===== config.mk =====
export PLATFORM = sky130hd
export DESIGN_NAME = key_value_field_extractor
export DESIGN_NICKNAME = d
export VERILOG_FILES = /design/src/sv/kvfe_pkg.sv /design/src/sv/kvfe_front.sv /design/src/sv/kvfe_queue.sv /design/src/sv/kvfe_back.sv /design/src/sv/key_value_field_extractor.sv
export SDC_FILE = /design/constraint.sdc
export NUM_CORES = 1
export LEC_CHECK = 0
export ABC_AREA = 1
export BUFFER_PORTS_ARGS = -buffer_cell sky130_fd_sc_hd__buf_2
export CAP_MARGIN = 20
export CORE_ASPECT_RATIO = 0.6
export CORE_MARGIN = 2
export CORE_UTILIZATION = 45
export CTS_BUF_LIST = sky130_fd_sc_hd__clkbuf_16
export DETAILED_ROUTE_END_ITERATION = 6
export GPL_TIMING_DRIVEN = 1
export PLACE_DENSITY = 0.68
export SLEW_MARGIN = 20
export SYNTH_ARGS = -nofsm -noshare
export SYNTH_HDL_FRONTEND = slang
export SYNTH_HIERARCHICAL = 1
export SYNTH_SLANG_ARGS = --single-unit

===== constraint.sdc =====
create_clock -name i_clk -period 7.7 [get_ports i_clk]
set_input_delay 0 -clock i_clk [delete_from_list [all_inputs] [get_ports i_clk]]
set_output_delay 0 -clock i_clk [all_outputs]
set_load 0.01 [all_outputs]

===== src/sv/kvfe_pkg.sv =====
`timescale 1ns / 1ps
`default_nettype none

package kvfe_pkg;

    localparam int VALUE_BUFFER_LEN = 256;

    localparam logic KEY_SNI  = 1'b0;
    localparam logic KEY_HOST = 1'b1;

    localparam logic [2:0] SNI_KEY_LEN  = 3'd4;
    localparam logic [2:0] HOST_KEY_LEN = 3'd5;

    localparam logic [7:0] CH_NUL = 8'h00;
    localparam logic [7:0] CH_AMP = 8'h26;
    localparam logic [7:0] CH_HSH = 8'h23;
    localparam logic [7:0] CH_CR  = 8'h0D;
    localparam logic [7:0] CH_LF  = 8'h0A;
    localparam logic [7:0] CH_SP  = 8'h20;
    localparam logic [7:0] LEN_MAX = 8'hFF;

    localparam int Q_DEPTH = 4;
    localparam int Q_AW    = $clog2(Q_DEPTH);

    typedef struct packed {
        logic       key_id;
        logic       is_end_marker;
        logic [7:0] value_byte;
        logic       value_valid;
        logic [7:0] value_length;
        logic       last_of_run;
    } t_result;

    // up to two results caused by one input byte, sni slot first
    typedef struct packed {
        logic    v0;
        t_result r0;
        logic    v1;
        t_result r1;
    } t_entry;

    function automatic logic [7:0] key_char(input logic key, input logic [2:0] idx);
        logic [7:0] c;
        case ({key, idx})
            {KEY_SNI, 3'd0}:  c = 8'h73; // s
            {KEY_SNI, 3'd1}:  c = 8'h6E; // n
            {KEY_SNI, 3'd2}:  c = 8'h69; // i
            {KEY_SNI, 3'd3}:  c = 8'h3D; // =
            {KEY_HOST, 3'd0}: c = 8'h68; // h
            {KEY_HOST, 3'd1}: c = 8'h6F; // o
            {KEY_HOST, 3'd2}: c = 8'h73; // s
            {KEY_HOST, 3'd3}: c = 8'h74; // t
            {KEY_HOST, 3'd4}: c = 8'h3D; // =
            default:          c = CH_NUL;
        endcase
        return c;
    endfunction

    function automatic logic is_term(input logic [7:0] b);
        return (b == CH_NUL) || (b == CH_AMP) || (b == CH_HSH) ||
               (b == CH_CR) || (b == CH_LF) || (b == CH_SP);
    endfunction

    function automatic logic length_ok(input logic [7:0] len);
        return (len != 8'd0) && (len != LEN_MAX) && (32'(len) < (VALUE_BUFFER_LEN - 1));
    endfunction

endpackage

`default_nettype wire


===== src/sv/kvfe_front.sv =====
`timescale 1ns / 1ps
`default_nettype none

module kvfe_front import kvfe_pkg::*; (
    input  wire logic       i_clk,
    input  wire logic       i_rst_n,
    input  wire logic       i_in_valid,
    output logic            o_in_ready,
    input  wire logic [7:0] i_text_byte,
    input  wire logic       i_end_of_file,
    input  wire logic       i_q_full,
    output logic            o_q_push,
    output t_entry          o_q_entry
);

    typedef struct packed {
        logic [2:0] prog;
        logic       cap;
        logic [7:0] len;
    } t_key_state;

    typedef struct packed {
        t_key_state st;
        logic       emit;
        t_result    res;
    } t_key_step;

    function automatic t_key_step step_key(input logic key, input logic [2:0] klen,
                                           input t_key_state s, input logic [7:0] b,
                                           input logic eof);
        t_key_step  o;
        logic [2:0] p;
        logic [7:0] nlen;
        o = '0;
        o.st = s;
        o.res.key_id = key;
        if (s.cap) begin
            o.emit = 1'b1;
            if (is_term(b)) begin
                o.res.is_end_marker = 1'b1;
                o.res.value_valid   = length_ok(s.len);
                o.res.value_length  = s.len;
                o.st.cap = 1'b0;
                o.st.len = 8'd0;
            end else begin
                nlen = (s.len == LEN_MAX) ? s.len : s.len + 8'd1;
                o.st.len = nlen;
                o.res.value_byte    = b;
                o.res.value_length  = nlen;
                o.res.is_end_marker = eof;
                o.res.value_valid   = eof & length_ok(nlen);
            end
        end else begin
            p = (s.prog >= klen) ? 3'd0 : s.prog;
            if (b == key_char(key, p)) begin
                p = p + 3'd1;
            end else begin
                p = (b == key_char(key, 3'd0)) ? 3'd1 : 3'd0;
            end
            if (p == klen) begin
                o.st.prog = 3'd0;
                o.st.cap  = 1'b1;
                o.st.len  = 8'd0;
                // key completed on the final byte gives an empty end marker
                o.emit = eof;
                o.res.is_end_marker = 1'b1;
            end else begin
                o.st.prog = p;
            end
        end
        return o;
    endfunction

    t_key_state r_sni, n_sni, r_host, n_host;
    logic       r_stopped, n_stopped;
    t_key_step  w_s0, w_s1;
    logic       w_accept;

    assign o_in_ready = !i_q_full;
    assign w_accept   = i_in_valid && o_in_ready;

    always_comb begin
        w_s0 = step_key(KEY_SNI, SNI_KEY_LEN, r_sni, i_text_byte, i_end_of_file);
        w_s1 = step_key(KEY_HOST, HOST_KEY_LEN, r_host, i_text_byte, i_end_of_file);

        o_q_entry.v0 = !r_stopped && w_s0.emit;
        o_q_entry.v1 = !r_stopped && w_s1.emit;
        o_q_entry.r0 = w_s0.res;
        o_q_entry.r1 = w_s1.res;
        o_q_entry.r0.last_of_run = !o_q_entry.v1;
        o_q_entry.r1.last_of_run = 1'b1;
        o_q_push = w_accept && (o_q_entry.v0 || o_q_entry.v1);

        n_sni     = r_sni;
        n_host    = r_host;
        n_stopped = r_stopped;
        if (w_accept) begin
            if (i_end_of_file) begin
                n_sni     = '0;
                n_host    = '0;
                n_stopped = 1'b0;
            end else if (!r_stopped) begin
                if (i_text_byte == CH_NUL) begin
                    n_sni     = '0;
                    n_host    = '0;
                    n_stopped = 1'b1;
                end else begin
                    n_sni  = w_s0.st;
                    n_host = w_s1.st;
                end
            end
        end
    end

    always_ff @(posedge i_clk) begin
        if (!i_rst_n) begin
            r_sni     <= '0;
            r_host    <= '0;
            r_stopped <= 1'b0;
        end else begin
            r_sni     <= n_sni;
            r_host    <= n_host;
            r_stopped <= n_stopped;
        end
    end

endmodule

`default_nettype wire


===== src/sv/kvfe_queue.sv =====
`timescale 1ns / 1ps
`default_nettype none

module kvfe_queue import kvfe_pkg::*; (
    input  wire logic   i_clk,
    input  wire logic   i_rst_n,
    input  wire logic   i_push,
    input  wire t_entry i_push_entry,
    output logic        o_full,
    input  wire logic   i_pop,
    output logic        o_not_empty,
    output t_entry      o_head
);

    t_entry               r_mem [Q_DEPTH];
    logic [Q_AW-1:0]      r_wr_ptr, n_wr_ptr;
    logic [Q_AW-1:0]      r_rd_ptr, n_rd_ptr;
    logic [Q_AW:0]        r_count, n_count;

    assign o_full      = (r_count == (Q_AW + 1)'(Q_DEPTH));
    assign o_not_empty = (r_count != '0);
    assign o_head      = r_mem[r_rd_ptr];

    always_comb begin
        n_wr_ptr = r_wr_ptr;
        n_rd_ptr = r_rd_ptr;
        n_count  = r_count;
        if (i_push) begin
            n_wr_ptr = r_wr_ptr + 1'b1;
        end
        if (i_pop) begin
            n_rd_ptr = r_rd_ptr + 1'b1;
        end
        if (i_push && !i_pop) begin
            n_count = r_count + 1'b1;
        end else if (!i_push && i_pop) begin
            n_count = r_count - 1'b1;
        end
    end

    always_ff @(posedge i_clk) begin
        if (i_push) begin
            r_mem[r_wr_ptr] <= i_push_entry;
        end
    end

    always_ff @(posedge i_clk) begin
        if (!i_rst_n) begin
            r_wr_ptr <= '0;
            r_rd_ptr <= '0;
            r_count  <= '0;
        end else begin
            r_wr_ptr <= n_wr_ptr;
            r_rd_ptr <= n_rd_ptr;
            r_count  <= n_count;
        end
    end

    a_no_push_full: assert property (@(posedge i_clk) disable iff (!i_rst_n)
        o_full |-> !i_push)
        else $error("push into full queue");

    a_no_pop_empty: assert property (@(posedge i_clk) disable iff (!i_rst_n)
        !o_not_empty |-> !i_pop)
        else $error("pop from empty queue");

    a_ptr_count: assert property (@(posedge i_clk) disable iff (!i_rst_n)
        (r_count == '0 || o_full) |-> (r_wr_ptr == r_rd_ptr))
        else $error("queue pointers disagree with count");

    a_entry_has_result: assert property (@(posedge i_clk) disable iff (!i_rst_n)
        i_push |-> (i_push_entry.v0 || i_push_entry.v1))
        else $error("empty entry pushed");

endmodule

`default_nettype wire


===== src/sv/kvfe_back.sv =====
`timescale 1ns / 1ps
`default_nettype none

module kvfe_back import kvfe_pkg::*; (
    input  wire logic   i_clk,
    input  wire logic   i_rst_n,
    input  wire logic   i_q_not_empty,
    input  wire t_entry i_q_head,
    output logic        o_q_pop,
    output logic        o_out_valid,
    input  wire logic   i_out_ready,
    output t_result     o_out
);

    logic    r_out_valid, n_out_valid;
    t_result r_out, n_out;
    logic    r_hold_valid, n_hold_valid;
    t_result r_hold, n_hold;
    logic    w_load;

    assign w_load      = !r_out_valid || i_out_ready;
    assign o_q_pop     = w_load && !r_hold_valid && i_q_not_empty;
    assign o_out_valid = r_out_valid;
    assign o_out       = r_out;

    always_comb begin
        n_out_valid  = r_out_valid;
        n_out        = r_out;
        n_hold_valid = r_hold_valid;
        n_hold       = r_hold;
        if (w_load) begin
            if (r_hold_valid) begin
                // second result of a byte goes out after the first
                n_out_valid  = 1'b1;
                n_out        = r_hold;
                n_hold_valid = 1'b0;
            end else if (i_q_not_empty) begin
                n_out_valid = 1'b1;
                if (i_q_head.v0) begin
                    n_out        = i_q_head.r0;
                    n_hold_valid = i_q_head.v1;
                    n_hold       = i_q_head.r1;
                end else begin
                    n_out = i_q_head.r1;
                end
            end else begin
                n_out_valid = 1'b0;
            end
        end
    end

    always_ff @(posedge i_clk) begin
        if (!i_rst_n) begin
            r_out_valid  <= 1'b0;
            r_hold_valid <= 1'b0;
        end else begin
            r_out_valid  <= n_out_valid;
            r_hold_valid <= n_hold_valid;
        end
        r_out  <= n_out;
        r_hold <= n_hold;
    end

endmodule

`default_nettype wire


===== src/sv/key_value_field_extractor.sv =====
`timescale 1ns / 1ps
`default_nettype none

// channel   direction  handshake                   payload
// input     in         i_in_valid / o_in_ready     i_text_byte, i_end_of_file
// result    out        o_out_valid / i_out_ready   o_key_id, o_is_end_marker, o_value_byte,
//                                                  o_value_valid, o_value_length,
//                                                  o_last_of_run
//
// one byte per cycle is taken unless the queue is full; a byte's two results go out in turn
// results leave through a four-entry queue and then an output register
// a result per cycle drains while i_out_ready is high; that port sets the sustained rate
// synchronous active-low reset clears matcher state, the queue and the output register
// o_in_ready drops only while the queue is full

module key_value_field_extractor import kvfe_pkg::*; (
    input  wire logic       i_clk,
    input  wire logic       i_rst_n,
    input  wire logic       i_in_valid,
    output logic            o_in_ready,
    input  wire logic [7:0] i_text_byte,
    input  wire logic       i_end_of_file,
    output logic            o_out_valid,
    input  wire logic       i_out_ready,
    output logic            o_key_id,
    output logic            o_is_end_marker,
    output logic [7:0]      o_value_byte,
    output logic            o_value_valid,
    output logic [7:0]      o_value_length,
    output logic            o_last_of_run
);

    logic    w_q_full, w_q_push, w_q_pop, w_q_not_empty;
    t_entry  w_push_entry, w_head;
    t_result w_out;

    kvfe_front u_front (
        .i_clk         (i_clk),
        .i_rst_n       (i_rst_n),
        .i_in_valid    (i_in_valid),
        .o_in_ready    (o_in_ready),
        .i_text_byte   (i_text_byte),
        .i_end_of_file (i_end_of_file),
        .i_q_full      (w_q_full),
        .o_q_push      (w_q_push),
        .o_q_entry     (w_push_entry)
    );

    kvfe_queue u_queue (
        .i_clk        (i_clk),
        .i_rst_n      (i_rst_n),
        .i_push       (w_q_push),
        .i_push_entry (w_push_entry),
        .o_full       (w_q_full),
        .i_pop        (w_q_pop),
        .o_not_empty  (w_q_not_empty),
        .o_head       (w_head)
    );

    kvfe_back u_back (
        .i_clk         (i_clk),
        .i_rst_n       (i_rst_n),
        .i_q_not_empty (w_q_not_empty),
        .i_q_head      (w_head),
        .o_q_pop       (w_q_pop),
        .o_out_valid   (o_out_valid),
        .i_out_ready   (i_out_ready),
        .o_out         (w_out)
    );

    assign o_key_id        = w_out.key_id;
    assign o_is_end_marker = w_out.is_end_marker;
    assign o_value_byte    = w_out.value_byte;
    assign o_value_valid   = w_out.value_valid;
    assign o_value_length  = w_out.value_length;
    assign o_last_of_run   = w_out.last_of_run;

endmodule

`default_nettype wire


==> results.sh <==
export IMPL_run_status="finished, final reports clean"
export IMPL_synth_yosys_seq_area_share_pct=62.5
export IMPL_yosys_cell_types_count=39
export IMPL_timing_final_setup_violations=0
export IMPL_cp_required_ns=7.83
export IMPL_most_frequent_cells_in_the_layout="sky130_fd_sc_hd__edfxtp_1, sky130_fd_sc_hd__nor2_1, sky130_fd_sc_hd__nand2_1, sky130_fd_sc_hd__inv_1, sky130_fd_sc_hd__o21ai_0"
export IMPL_design_die_area_sq_um=26100
export IMPL_synthesis_area_per_instance_sq_um=10.3
export IMPL_sw_frac_of_total_pct=32.9
export IMPL_path_clk_slew_ns=0.06
export IMPL_fraction_of_final_layout_cells_with_drive_strength_greater_than_1_pct=10.5
export IMPL_port_buffers=34
export IMPL_die_width_um=207
export IMPL_grt_setup_unrepaired="no"
export IMPL_areaGrowthSynthToFinish_pct=10.9
export IMPL_multiInputGateArea_sq_um=3570
export IMPL_seq_power_share_pct=43.8
export IMPL_fillCellCount=2145
export IMPL_cts_root_buf="sky130_fd_sc_hd__clkbuf_16"
export IMPL_antenna_cells=0
export IMPL_vias_in_the_first_global_route=7420
export IMPL_worst_margin_pin_slew_ns=1.09
export IMPL_synthesis_yosys_warnings=6
export IMPL_floorplan_die_height_um=126
export IMPL_power_ir_vdd_worst_uv=171
export IMPL_io_pins=35
export IMPL_comb_power_share_pct=26.4
export IMPL_synth_seq_cells=244
export IMPL_leakagePower_nw=4.60
export IMPL_antenna_left=0
export IMPL_post_synth_main_area_contributors="sky130_fd_sc_hd__edfxtp_1, sky130_fd_sc_hd__dfxtp_1, sky130_fd_sc_hd__nor2_1"
export IMPL_cts_buffers_inserted=22
export IMPL_max_slew_vio_count=0
export IMPL_layout_cells_most_common="sky130_fd_sc_hd__edfxtp_1"
export IMPL_setup_worst_path_end_class="register"
export IMPL_maxUsedRoutingLayer="met4"
export IMPL_cts_tree="done"
export IMPL_finalClockSkew_ns=0.0110
export IMPL_seqCellArea_sq_um=6970
export IMPL_wl_met1_um=12400
export IMPL_netlist_instances=1079
export IMPL_power_per_cell_area_nw_per_um2=306
export IMPL_final_hold_viol_count=0
export IMPL_antenna_found_initial=0
export IMPL_post_route_period_util_pct=54.4
export IMPL_route_vias_total=8009
export IMPL_worstPathMaxFanout=42
export IMPL_timing_slew_headroom_pct=27.3
export IMPL_grt_first_pass_wirelength_um=41500
export IMPL_synth_area_leader_cell="sky130_fd_sc_hd__edfxtp_1"
export IMPL_power_share_clock_pct=29.8
export IMPL_synth_top_cell_area_share_pct=56.1
export IMPL_hpwl_um=17200
export IMPL_max_cap_violations=0
export IMPL_clk_insertion_delay_late_ns=0.52
export IMPL_drt_first_iter_violations=994
export IMPL_timing_setup_critical_path_class="reg -> reg"
export IMPL_routed_wirelength_um=26300
export IMPL_dr_wl_met3_um=2580
export IMPL_total_switching_power_mw=1.25
export IMPL_internal_power_mw=2.54
export IMPL_route_met2_wl_um=10900
export IMPL_grtUsageTotal_pct=20.3
export IMPL_tns_ns=0
export IMPL_placement_rows=44
export IMPL_grt_remaining_overflow=0
export IMPL_maximum_number_of_pins_on_one_net_before_global_route_repair=86
export IMPL_fmaxAchievable_mhz=239
export IMPL_finalWorstPathRequiredPeriod_ns=4.19
export IMPL_routed_len_inst_um=18.2
export IMPL_design_final_nets=1140
export IMPL_clk_path_buf_depth=3
export IMPL_floorplan_initialDensity_pct=46.0
export IMPL_clock_sinks=244
export IMPL_cp_start_kind="register"
export IMPL_route_detailed_drc=0
export IMPL_via_per_inst=5.54
export IMPL_place_congestion=0.932
export IMPL_post_synth_instance_area_sq_um=11100
export IMPL_min_path_type="in -> reg"
export IMPL_first_pass_iters=6
export IMPL_layout_core_utilization_pct=51.0
export IMPL_core_region_area_sq_um=24200
export IMPL_h_tree_depth=1
export IMPL_worstPathArrival_ns=4.32
[timing repair]
item	4_1_cts	5_1_grt
setup buffers	0	0
endpoints found under the setup margin	0	0
resized for setup	0	0
hold buffers	8	0
hold endpoints to repair	46	0
[flip-flops by register name, indices dropped and copies added (netlist names), named ones only]
register,count
u_front/r_sni,12
u_back/o_out_valid,1
u_queue/r_mem,168
u_queue/r_wr_ptr,2
u_back/r_hold_valid,1
u_queue/r_rd_ptr,2
u_front/r_stopped,1
u_back/r_hold,20
u_queue/r_count,3
u_front/r_host,12
u_back/o_out,20
[cell families after synthesis]
group | Yosys count | synth area share (%)
adders and majority gates | 19 | 2.20
buffers and inverters | 140 | 5.76
xor gates and xnor gates | 13 | 1.02
DFF | 244 | 62.5
other | 2 | 0.0674
and+or+nand+nor | 419 | 16.7
AOI/OAI and AO/OA | 242 | 11.7
[Yosys cell counts, drive strengths merged]
| cell type | n |
|---|---|
| o21ai | 113 |
| nor2 | 181 |
| o211ai | 3 |
| ha | 18 |
| edfxtp | 208 |
| nand3 | 49 |
| a22oi | 1 |
| o22ai | 49 |
| nor4 | 11 |
| fa | 1 |
| a21oi | 71 |
| xor2 | 13 |
| clkinv | 2 |
| inv | 91 |
| o31ai | 2 |
| o21a | 1 |
| buf | 28 |
| a31oi | 2 |
| conb | 2 |
| and3 | 1 |
| nand2 | 146 |
| clkbuf | 19 |
| nor3 | 14 |
| dfxtp | 36 |
| nand4 | 17 |
[cell type report]
type,count,share of cell area (%)
clock inverter,17,1.34
multi-input combinational,697,28.9
inverter,93,2.83
sequential,244,56.4
tap,322,3.26
clock buffer,23,4.66
timing repair buffer,50,2.61
[metrics by stage]
step                      total power [mW]  hold WS, ns  setup WS [ns]  instances  instance area (sq um)
after global placement                2.63        0.324           3.54       1397                  11500
after global routing                  3.98        0.102           3.18       1446                  12400
after detailed placement              2.65        0.337           3.40       1397                  11500
final                                 3.79       0.0728           3.51       1446                  12400
after floorplan                       2.34        0.121           4.10       1081                  11100
after CTS                             3.78       0.0403           3.33       1445                  12300
[layer usage]
layer  GRT usage (%)  vias up
met2            29.2      329
met3            4.51       40
met4            3.95        0
met1            31.4     3809
met5               0        -
li1                -     3831
[power by group through the flow]
stage	sequential, mW	combinational, mW	clock (mW)
finish	1.66	0.999	1.13
global route	1.67	1.10	1.21
CTS	1.66	0.975	1.15
detailed placement	1.69	0.959	0
global placement	1.68	0.949	0
floorplan	1.72	0.621	0
[final timing paths]
| path | cells after the start | slack (ns) | end | from |
|---|---|---|---|---|
| hold / removal | 7 | 0.07 | u_front/r_host[10] | i_text_byte[2] |
| setup reg to reg | 17 | 3.51 | u_queue/r_mem[1][31] | u_front/r_host[11] |
| hold reg to reg | 1 | 0.46 | register | u_queue/r_rd_ptr[1] |
| setup / recovery | 17 | 3.51 | u_queue/r_mem[1][31] | u_front/r_host[11] |
[worst max-delay path, cell delays in order, from the launching register on]
cell and delay (ns):
sky130_fd_sc_hd__dfxtp_1 0.50, sky130_fd_sc_hd__inv_1 0.07, sky130_fd_sc_hd__nand2_1 0.12, sky130_fd_sc_hd__inv_1 0.07, sky130_fd_sc_hd__ha_1 0.24, sky130_fd_sc_hd__o21ai_2 0.26
sky130_fd_sc_hd__nand2_2 0.07, sky130_fd_sc_hd__nand2_1 0.09, sky130_fd_sc_hd__nand3_1 0.09, sky130_fd_sc_hd__nor2_2 0.16, sky130_fd_sc_hd__nand3_1 0.11, sky130_fd_sc_hd__nand2_2 0.12
sky130_fd_sc_hd__nand3_4 0.13, sky130_fd_sc_hd__nand2_1 0.10, sky130_fd_sc_hd__nand2_1 0.14, sky130_fd_sc_hd__a21oi_1 0.55, sky130_fd_sc_hd__nand2_1 0.13, sky130_fd_sc_hd__inv_2 0.80
No activity file was read; power rests on OpenSTA's default activity.
